[config.mk]
export PLATFORM = sky130hd
export DESIGN_NAME = sha256_stream_hasher_flat
export DESIGN_NICKNAME = d
export VERILOG_FILES = /design/src/rtl/sha_pkg.sv /design/src/rtl/sha_if.sv /design/src/rtl/sha_fifo.sv /design/src/rtl/sha_core.sv /design/src/rtl/sha256_stream_hasher.sv /design/src/flat_wrapper.sv
export SDC_FILE = /design/constraint.sdc
export NUM_CORES = 2
export LEC_CHECK = 0
export BUFFER_PORTS_ARGS = -buffer_cell sky130_fd_sc_hd__clkbuf_2
export CAP_MARGIN = 25
export CORE_UTILIZATION = 40
export CTS_CLUSTER_SIZE = 25
export DETAILED_ROUTE_END_ITERATION = 10
export GPL_TIMING_DRIVEN = 1
export PLACE_DENSITY = 0.59
export SLEW_MARGIN = 0
export SYNTH_ARGS = -nofsm -noshare
export SYNTH_HDL_FRONTEND = slang
export SYNTH_HIERARCHICAL = 1
export SYNTH_SLANG_ARGS = --single-unit
[constraint.sdc]
create_clock -name i_clk -period 12.1 [get_ports i_clk]
set_input_delay 1.21 -clock i_clk [delete_from_list [all_inputs] [get_ports i_clk]]
set_output_delay 1.21 -clock i_clk [all_outputs]
set_load 0.01 [all_outputs]
[src/rtl/sha_pkg.sv]
`timescale 1ns / 1ps
package sha_pkg;
    localparam int BlockBytes = 64;

    typedef logic [31:0] t_word;

    // one classified beat handed from front to back
    typedef struct packed {
        logic [7:0] data_byte;
        logic       byte_valid;
        logic       end_of_message;
    } t_cmd;

    localparam t_word IvTab [8] = '{
        32'h6a09e667, 32'hbb67ae85, 32'h3c6ef372, 32'ha54ff53a,
        32'h510e527f, 32'h9b05688c, 32'h1f83d9ab, 32'h5be0cd19
    };

    localparam t_word KTab [64] = '{
        32'h428a2f98,32'h71374491,32'hb5c0fbcf,32'he9b5dba5,32'h3956c25b,32'h59f111f1,
        32'h923f82a4,32'hab1c5ed5,32'hd807aa98,32'h12835b01,32'h243185be,32'h550c7dc3,
        32'h72be5d74,32'h80deb1fe,32'h9bdc06a7,32'hc19bf174,32'he49b69c1,32'hefbe4786,
        32'h0fc19dc6,32'h240ca1cc,32'h2de92c6f,32'h4a7484aa,32'h5cb0a9dc,32'h76f988da,
        32'h983e5152,32'ha831c66d,32'hb00327c8,32'hbf597fc7,32'hc6e00bf3,32'hd5a79147,
        32'h06ca6351,32'h14292967,32'h27b70a85,32'h2e1b2138,32'h4d2c6dfc,32'h53380d13,
        32'h650a7354,32'h766a0abb,32'h81c2c92e,32'h92722c85,32'ha2bfe8a1,32'ha81a664b,
        32'hc24b8b70,32'hc76c51a3,32'hd192e819,32'hd6990624,32'hf40e3585,32'h106aa070,
        32'h19a4c116,32'h1e376c08,32'h2748774c,32'h34b0bcb5,32'h391c0cb3,32'h4ed8aa4a,
        32'h5b9cca4f,32'h682e6ff3,32'h748f82ee,32'h78a5636f,32'h84c87814,32'h8cc70208,
        32'h90befffa,32'ha4506ceb,32'hbef9a3f7,32'hc67178f2
    };

    localparam logic [7:0] PadMark = 8'h80;

    function automatic t_word rotr(t_word x, int n);
        return (x >> n) | (x << (32 - n));
    endfunction
endpackage

[src/rtl/sha_if.sv]
`timescale 1ns / 1ps
interface sha_in_if;
    logic       valid;
    logic       ready;
    logic [7:0] data_byte;
    logic       byte_valid;
    logic       end_of_message;
    modport source (output valid, data_byte, byte_valid, end_of_message, input ready);
    modport sink (input valid, data_byte, byte_valid, end_of_message, output ready);
endinterface

interface sha_out_if;
    logic        valid;
    logic        ready;
    logic [31:0] digest_word;
    logic [2:0]  word_index;
    logic        last_word;
    modport source (output valid, digest_word, word_index, last_word, input ready);
    modport sink (input valid, digest_word, word_index, last_word, output ready);
endinterface

[src/rtl/sha_fifo.sv]
`timescale 1ns / 1ps
module sha_fifo
    import sha_pkg::*;
(
    input  logic i_clk,
    input  logic i_rst_n,
    input  logic i_push,
    input  t_cmd i_cmd,
    output logic o_full,
    input  logic i_pop,
    output t_cmd o_cmd,
    output logic o_empty
);
    t_cmd       r_mem [4];
    logic [2:0] r_wp, r_rp;

    assign o_full  = (r_wp[1:0] == r_rp[1:0]) && (r_wp[2] != r_rp[2]);
    assign o_empty = (r_wp == r_rp);
    assign o_cmd   = r_mem[r_rp[1:0]];

    // store beat at write pointer
    always_ff @(posedge i_clk) begin
        if (i_push && !o_full) r_mem[r_wp[1:0]] <= i_cmd;
    end

    // advance pointers
    always_ff @(posedge i_clk) begin
        if (!i_rst_n) begin
            r_wp <= '0;
            r_rp <= '0;
        end else begin
            if (i_push && !o_full) r_wp <= r_wp + 3'd1;
            if (i_pop && !o_empty) r_rp <= r_rp + 3'd1;
        end
    end
endmodule

[src/rtl/sha_core.sv]
`timescale 1ns / 1ps
module sha_core
    import sha_pkg::*;
(
    input  logic         i_clk,
    input  logic         i_rst_n,
    input  logic         i_empty,
    input  t_cmd         i_cmd,
    output logic         o_pop,
    sha_out_if.source    o_out
);
    typedef enum logic [5:0] {
        S_TAKE = 6'b000001,
        S_PAD  = 6'b000010,
        S_LOAD = 6'b000100,
        S_RND  = 6'b001000,
        S_ADD  = 6'b010000,
        S_OUT  = 6'b100000
    } t_state;

    t_state      r_state;
    logic [5:0]  r_cnt;
    logic [63:0] r_len;
    t_word       r_h [8];
    t_word       r_v [8];
    t_word       r_w [16];
    logic [5:0]  r_rnd;
    logic        r_fin;   // closing block pending after this compression
    logic        r_two;   // padding needs a second block
    logic        r_last;  // current compression is the final one
    logic [2:0]  r_oidx;
    logic [5:0]  r_pp;

    t_word s0, s1, wn, big0, big1, ch, maj, t1, t2, wcur;
    logic [7:0] pad_byte;

    assign o_pop = (r_state == S_TAKE) && !r_fin && !i_empty;
    assign wcur  = r_w[0];

    // message schedule and round function
    always_comb begin
        s0   = rotr(r_w[1], 7) ^ rotr(r_w[1], 18) ^ (r_w[1] >> 3);
        s1   = rotr(r_w[14], 17) ^ rotr(r_w[14], 19) ^ (r_w[14] >> 10);
        wn   = s1 + r_w[9] + s0 + r_w[0];
        big1 = rotr(r_v[4], 6) ^ rotr(r_v[4], 11) ^ rotr(r_v[4], 25);
        ch   = (r_v[4] & r_v[5]) ^ (~r_v[4] & r_v[6]);
        t1   = r_v[7] + big1 + ch + KTab[r_rnd] + wcur;
        big0 = rotr(r_v[0], 2) ^ rotr(r_v[0], 13) ^ rotr(r_v[0], 22);
        maj  = (r_v[0] & r_v[1]) ^ (r_v[0] & r_v[2]) ^ (r_v[1] & r_v[2]);
        t2   = big0 + maj;
    end

    // padding byte for position r_pp of a closing block
    always_comb begin
        if (r_pp >= 6'd56 && !r_two)
            pad_byte = r_len[8'd63 - {2'b00, r_pp[2:0], 3'b000} -: 8];
        else
            pad_byte = 8'h00;
    end

    assign o_out.valid       = (r_state == S_OUT);
    assign o_out.digest_word = r_h[r_oidx];
    assign o_out.word_index  = r_oidx;
    assign o_out.last_word   = (r_oidx == 3'd7);

    // gather bytes straight into the schedule words, shift them during rounds
    always_ff @(posedge i_clk) begin
        if (r_state == S_TAKE && !r_fin && !i_empty && i_cmd.byte_valid)
            r_w[r_cnt[5:2]][{~r_cnt[1:0], 3'b000} +: 8] <= i_cmd.data_byte;
        else if (r_state == S_TAKE && r_fin)
            r_w[r_cnt[5:2]][{~r_cnt[1:0], 3'b000} +: 8] <= PadMark;
        else if (r_state == S_PAD)
            r_w[r_pp[5:2]][{~r_pp[1:0], 3'b000} +: 8] <= pad_byte;
        else if (r_state == S_RND) begin
            for (int i = 0; i < 15; i++) r_w[i] <= r_w[i+1];
            r_w[15] <= wn;
        end
    end

    // sequencer
    always_ff @(posedge i_clk) begin
        if (!i_rst_n) begin
            r_state <= S_TAKE;
            r_cnt   <= '0;
            r_len   <= '0;
            r_fin   <= 1'b0;
            r_two   <= 1'b0;
            r_last  <= 1'b0;
            r_oidx  <= '0;
            r_pp    <= '0;
            for (int i = 0; i < 8; i++) r_h[i] <= IvTab[i];
        end else begin
            case (r_state)
                S_TAKE: begin
                    if (r_fin) begin
                        // place the mark, then fill the rest
                        r_fin <= 1'b0;
                        r_two <= (r_cnt >= 6'd56);
                        r_pp  <= r_cnt + 6'd1;
                        if (r_cnt == 6'd63) begin
                            r_last  <= 1'b0;
                            r_state <= S_LOAD;
                        end else begin
                            r_state <= S_PAD;
                        end
                    end else if (!i_empty) begin
                        if (i_cmd.byte_valid) begin
                            r_cnt <= r_cnt + 6'd1;
                            r_len <= r_len + 64'd8;
                        end
                        r_fin <= i_cmd.end_of_message;
                        if (i_cmd.byte_valid && r_cnt == 6'd63) begin
                            r_last  <= 1'b0;
                            r_state <= S_LOAD;
                        end
                    end
                end
                S_PAD: begin
                    r_pp <= r_pp + 6'd1;
                    if (r_pp == 6'd63) begin
                        r_last  <= !r_two;
                        r_state <= S_LOAD;
                    end
                end
                S_LOAD: begin
                    for (int i = 0; i < 8; i++) r_v[i] <= r_h[i];
                    r_rnd   <= '0;
                    r_state <= S_RND;
                end
                S_RND: begin
                    r_v[7] <= r_v[6]; r_v[6] <= r_v[5]; r_v[5] <= r_v[4];
                    r_v[4] <= r_v[3] + t1;
                    r_v[3] <= r_v[2]; r_v[2] <= r_v[1]; r_v[1] <= r_v[0];
                    r_v[0] <= t1 + t2;
                    r_rnd  <= r_rnd + 6'd1;
                    if (r_rnd == 6'd63) r_state <= S_ADD;
                end
                S_ADD: begin
                    for (int i = 0; i < 8; i++) r_h[i] <= r_h[i] + r_v[i];
                    if (r_last) begin
                        r_oidx  <= '0;
                        r_state <= S_OUT;
                    end else if (r_two) begin
                        // second closing block: zeros and length
                        r_two   <= 1'b0;
                        r_pp    <= '0;
                        r_state <= S_PAD;
                    end else begin
                        r_state <= S_TAKE;
                    end
                end
                S_OUT: begin
                    if (o_out.ready) begin
                        r_oidx <= r_oidx + 3'd1;
                        if (r_oidx == 3'd7) begin
                            for (int i = 0; i < 8; i++) r_h[i] <= IvTab[i];
                            r_cnt   <= '0;
                            r_len   <= '0;
                            r_state <= S_TAKE;
                        end
                    end
                end
                default: r_state <= S_TAKE;
            endcase
        end
    end

    a_pop_take: assert property (@(posedge i_clk) disable iff (!i_rst_n)
        o_pop |-> r_state == S_TAKE && !r_fin) else $error("pop outside take");
    a_out_hold: assert property (@(posedge i_clk) disable iff (!i_rst_n)
        o_out.valid && !o_out.ready |=> o_out.valid && $stable(r_oidx))
        else $error("digest word dropped");
    a_rnd_end: assert property (@(posedge i_clk) disable iff (!i_rst_n)
        r_state == S_RND && r_rnd == 6'd63 |=> r_state == S_ADD)
        else $error("round count slip");
endmodule

[src/rtl/sha256_stream_hasher.sv]
`timescale 1ns / 1ps
// After its last byte a full block is compressed (load, 64 rounds, add);
// closing places the mark, pads each closing block and runs one or two
// compressions, then gives one digest word per cycle while the sink is ready.
// Throughput: bytes are taken one per cycle while the queue holds beats,
// paused during compression on the single round unit. Reset: synchronous, active
// low; restores the initial hash values and clears counters and the queue.
module sha256_stream_hasher
    import sha_pkg::*;
(
    input  logic     i_clk,
    input  logic     i_rst_n,
    sha_in_if.sink   i_in,
    sha_out_if.source o_out
);
    t_cmd f_cmd, q_cmd;
    logic q_full, q_empty, q_pop;

    // classify the beat: drop beats that carry nothing
    assign f_cmd.data_byte      = i_in.data_byte;
    assign f_cmd.byte_valid     = i_in.byte_valid;
    assign f_cmd.end_of_message = i_in.end_of_message;
    assign i_in.ready           = !q_full;

    sha_fifo u_fifo (
        .i_clk   (i_clk),
        .i_rst_n (i_rst_n),
        .i_push  (i_in.valid && (i_in.byte_valid || i_in.end_of_message)),
        .i_cmd   (f_cmd),
        .o_full  (q_full),
        .i_pop   (q_pop),
        .o_cmd   (q_cmd),
        .o_empty (q_empty)
    );

    sha_core u_core (
        .i_clk   (i_clk),
        .i_rst_n (i_rst_n),
        .i_empty (q_empty),
        .i_cmd   (q_cmd),
        .o_pop   (q_pop),
        .o_out   (o_out)
    );
endmodule

[src/flat_wrapper.sv]
// flat-port wrapper written by rule: the top's interface ports become plain ports
module sha256_stream_hasher_flat import sha_pkg::*;
  (i_clk, i_rst_n, i_in_valid, i_in_data_byte, i_in_byte_valid, i_in_end_of_message, i_in_ready, o_out_valid, o_out_digest_word, o_out_word_index, o_out_last_word, o_out_ready);
  sha_in_if i_in_i ();
  sha_out_if o_out_i ();
  input  logic i_clk;
  input  logic i_rst_n;
  input wire logic [$bits(i_in_i.valid)-1:0] i_in_valid;
  input wire logic [$bits(i_in_i.data_byte)-1:0] i_in_data_byte;
  input wire logic [$bits(i_in_i.byte_valid)-1:0] i_in_byte_valid;
  input wire logic [$bits(i_in_i.end_of_message)-1:0] i_in_end_of_message;
  output wire logic [$bits(i_in_i.ready)-1:0] i_in_ready;
  output wire logic [$bits(o_out_i.valid)-1:0] o_out_valid;
  output wire logic [$bits(o_out_i.digest_word)-1:0] o_out_digest_word;
  output wire logic [$bits(o_out_i.word_index)-1:0] o_out_word_index;
  output wire logic [$bits(o_out_i.last_word)-1:0] o_out_last_word;
  input wire logic [$bits(o_out_i.ready)-1:0] o_out_ready;
  assign i_in_i.valid = i_in_valid;
  assign i_in_i.data_byte = i_in_data_byte;
  assign i_in_i.byte_valid = i_in_byte_valid;
  assign i_in_i.end_of_message = i_in_end_of_message;
  assign i_in_ready = i_in_i.ready;
  assign o_out_valid = o_out_i.valid;
  assign o_out_digest_word = o_out_i.digest_word;
  assign o_out_word_index = o_out_i.word_index;
  assign o_out_last_word = o_out_i.last_word;
  assign o_out_i.ready = o_out_ready;
  sha256_stream_hasher u_core (.i_clk(i_clk), .i_rst_n(i_rst_n), .i_in(i_in_i), .o_out(o_out_i));
endmodule
==> results.py <==
metrics = {
    "run_status": {
        "outcome": "completed",
    },
    "sta": {
        "setup_viol": 0,
        "tns_ns": 0,
        "max_freq_mhz": 91.84,
        "worstMarginPinSlew_ns": 1.150,
        "rsz0062_at_grt": "false",
        "hold_viol_final": 0,
        "fin_crit_sh_pct": 89.99,
        "worst_slack_ns": 1.212,
        "max_slew_margin_pct": 23.36,
        "period_minus_slack_ns": 10.89,
        "finalMaxSlewViolations": 0,
        "finClkSkew_ns": 0.02997,
    },
    "clock_network": {
        "cts_tree": "yes",
        "cts_htree_levels": 4,
        "cts_hold_buf": 0,
        "post_cts_buffers": 0,
        "numCtsBuffers": 136,
        "clock_tree.root_cell": "clkbuf_16",
        "insertion_delay_ns": 0.80,
        "clk_path_buf_depth": 3,
        "cts.clk_slew.worst_paths_ns": 0.07,
        "clock-sinks": 1166,
        "post_cts_resized": 0,
    },
    "yosys": {
        "avgSynthCellArea_sq_um": 10.74,
        "ys_warn_count": 6,
        "ys_seq_area_share_pct": 42.96,
        "netlist_area_sq_um": 76290,
        "ys_ff_latch": 1166,
        "synth_edf_count": 942,
        "ys_types": 94,
        "synthArstFlopShare_pct": 0,
        "syn_inst": 7106,
        "syn-num-nets": 7722,
        "dominantRegCellSynth": "edfxtp_1",
    },
    "detailed_routing": {
        "drtAntennaViolNets": 0,
        "drtIter0Drc": 5138,
        "wl_per_cell_microns": 25.89,
        "vias_per_cell": 5.927,
        "routed_wl_microns": 251300,
        "via_count": 57530,
        "drt_pass1_iterations": 6,
        "drc": 0,
    },
    "setup_path": {
        "max_stage_delay_ns": 0.78,
        "crit_slowest_cell": "ha_1",
        "cpMostUsedCell": "fa_1",
        "worst_setup_path_end_kind": "register",
        "worstPathMaxFanout": 16,
        "critical_path_arrival_ns": 11.42,
        "startpoint_type": "register",
        "crit_required_ns": 12.63,
        "worstSetupPathType": "register to register",
    },
    "global_routing": {
        "grt_pass1_vias": 56170,
        "grt_overflow": 0,
        "antenna_found_initial": 9,
        "grt_usage_pct": 25.70,
        "grt_pass1_wl_microns": 370100,
        "grt_max_degree": 217,
    },
    "placement": {
        "gp_routability_congestion": 0.9928,
        "port_buffers": 51,
        "place_ws_ns": 1.330,
        "hpwl_microns": 186200,
        "placed_area_sq_um": 79550,
    },
    "power_and_ir_drop": {
        "peakVddDrop_v": 0.0002273,
        "p_per_area_nw_per_um2": 177.1,
        "p_leak_nw": 33.73,
    },
    "finish": {
        "fillers": 17540,
        "drive_above_1_share_pct": 11.71,
        "multi_input_area_sq_um": 41040,
        "finalInstanceArea_sq_um": 84170,
        "regArea_sq_um": 32780,
        "nets": 7712,
        "final_util_pct": 44.63,
        "area_delta_synth_final_pct": 10.33,
    },
    "floorplan": {
        "dieArea_sq_um": 192500,
        "fp.dieW_microns": 438.7,
        "start_util_pct": 40.45,
        "num_rows": 159,
        "die_height_microns": 438.7,
        "core_area_sq_um": 188600,
        "ioPinCount": 52,
    },
    "run": {
        "max_cap_viol_count": 0,
    },
    "worst_hold_path": {
        "hold_class": "register to register",
    },
}
-- final timing paths --
| check | startpoint | end | slack [ns] | cells after the start |
|---|---|---|---|---|
| max reg2reg | u_core/u_core/r_rnd[0] | u_core/u_core/r_v[0][29] | 1.21 | 31 |
| max | u_core/u_core/r_rnd[0] | u_core/u_core/r_v[0][29] | 1.21 | 31 |
| min reg2reg | u_core/u_core/r_len[63] | u_core/u_core/r_len[63] | 0.49 | 2 |
| min | u_core/u_core/r_len[63] | u_core/u_core/r_len[63] | 0.49 | 2 |
-- sequential cells by signal (all words and copies together) (netlist names), named ones only --
register,flops
u_core/u_core/r_w,512
u_core/u_core/r_h,256
u_core/u_core/r_v,256
u_core/u_core/r_len,61
u_core/u_fifo/r_mem,40
u_core/u_core/r_cnt,6
u_core/u_core/r_pp,6
u_core/u_core/r_rnd,6
u_core/u_core/r_state,6
u_core/u_core/o_out.word_index,3
u_core/u_fifo/r_rp,3
u_core/u_fifo/r_wp,3
u_core/u_core/r_fin,1
u_core/u_core/r_last,1
u_core/u_core/r_two,1
-- Yosys cell counts (37+ instances only) --
master    number  area share (%)
a211oi_1      48            0.47
a21o_1       648             6.4
a21oi_1      411             2.7
a22oi_1       42            0.41
a31oi_1       56            0.46
and3_1        53            0.43
buf_1         37            0.18
clkbuf_1     336             1.7
dfxtp_1      224             5.9
edfxtp_1     942              37
fa_1         195             5.1
ha_1         407             6.7
inv_1        293             1.4
mux2_2       250             3.7
mux2i_1       46            0.60
mux4_2        94             2.8
nand2_1      486             2.4
nand2b_1      57            0.47
nand3_1      136            0.89
nand4_1       44            0.36
nor2_1       430             2.1
nor2b_1       45            0.37
nor3_1       136            0.89
o211ai_1      56            0.55
o21a_1        79            0.78
o21ai_0      436             2.9
o21bai_1      48            0.47
or3_1         53            0.43
xnor2_1      408             4.7
xor2_1       180             2.1
-- metrics by stage --
step           total power [W]  hold slack (ns)  cells
5_1_grt                0.01577           0.5118   9706
4_1_cts                0.01495           0.4868   9690
6_report               0.01491           0.4868   9707
3_3_place_gp           0.01061           0.4681   9404
3_5_place_dp           0.01070           0.4786   9439
2_1_floorplan         0.009185           0.4490   7106
-- cells in the final DEF (no fill, tap or decap), types with 35 or more instances in the layout --
cell type / instances
clkbuf_2: 51
nor3_1: 136
nand2_1: 483
nand3_1: 135
nor2_1: 427
dfxtp_1: 221
xnor2_1: 408
clkbuf_16: 139
ha_1: 407
fa_1: 195
o211ai_1: 56
a31oi_1: 56
o21a_1: 79
xor2_1: 180
edfxtp_1: 942
buf_2: 35
nand2b_1: 57
and3_1: 52
nand4_1: 44
mux2_2: 250
or3_1: 53
a21o_1: 648
mux4_2: 94
a211oi_1: 48
o21ai_0: 436
a21oi_1: 411
a22oi_1: 41
nor2b_1: 45
o21bai_1: 48
mux2i_1: 46
inv_1: 291
buf_4: 134
-- power breakdown --
part / internal [W] / leakage, nW / total, W / switching [W]
Combinational: 0.00252 / 21.8 / 0.00609 / 0.00357
Sequential: 0.00451 / 9.69 / 0.00463 / 0.000122
Clock: 0.00241 / 2.20 / 0.00419 / 0.00178
-- kinds of logic (layout without fill, tap and decap cells) --
logic type      count (synthesis)  count (layout)  share of synthesized area, %
other cells                     0               3                             0
flops                        1166            1166                         42.96
fa+ha+maj                     624             624                         12.08
simple gates                 1575            1575                         9.709
xor+xnor                      590             590                         6.810
buf+inv                       677             780                         3.352
mux                           390             390                         7.069
compound gates               2084            2084                         18.02
-- final cells by class --
class,count,area share [%]
Antenna cell,3,0.008919
Inverter,298,1.332
Clock inverter,73,0.9335
Clock buffer,178,4.390
Multi-Input combinational cell,5263,48.76
Tap cell,2495,3.709
Timing Repair Buffer,231,1.918
Sequential cell,1166,38.95
-- layer usage --
| layer | track usage [%] | wire length, microns | up-vias |
|---|---|---|---|
| met3 | 3.410 | 14600 | 493 |
| met1 | 33.72 | 105900 | 28830 |
| met2 | 41.96 | 117800 | 2027 |
| li1 | - | - | 26180 |
| met5 | 0 | 0 | - |
| met4 | 12.14 | 12960 | 0 |
-- worst max-delay path, delay by kind of cell (launching register included) --
kind,cells,cell delay [ns]
flip-flops,1,0.74
XOR/XNOR,1,0.22
buffers and inverters,4,0.93
AO/OA/AOI/OAI,13,3.76
AND/OR/NAND/NOR,5,1.33
adder cells (fa/ha/maj),8,3.65
No activity file was read; power rests on OpenSTA's default activity.
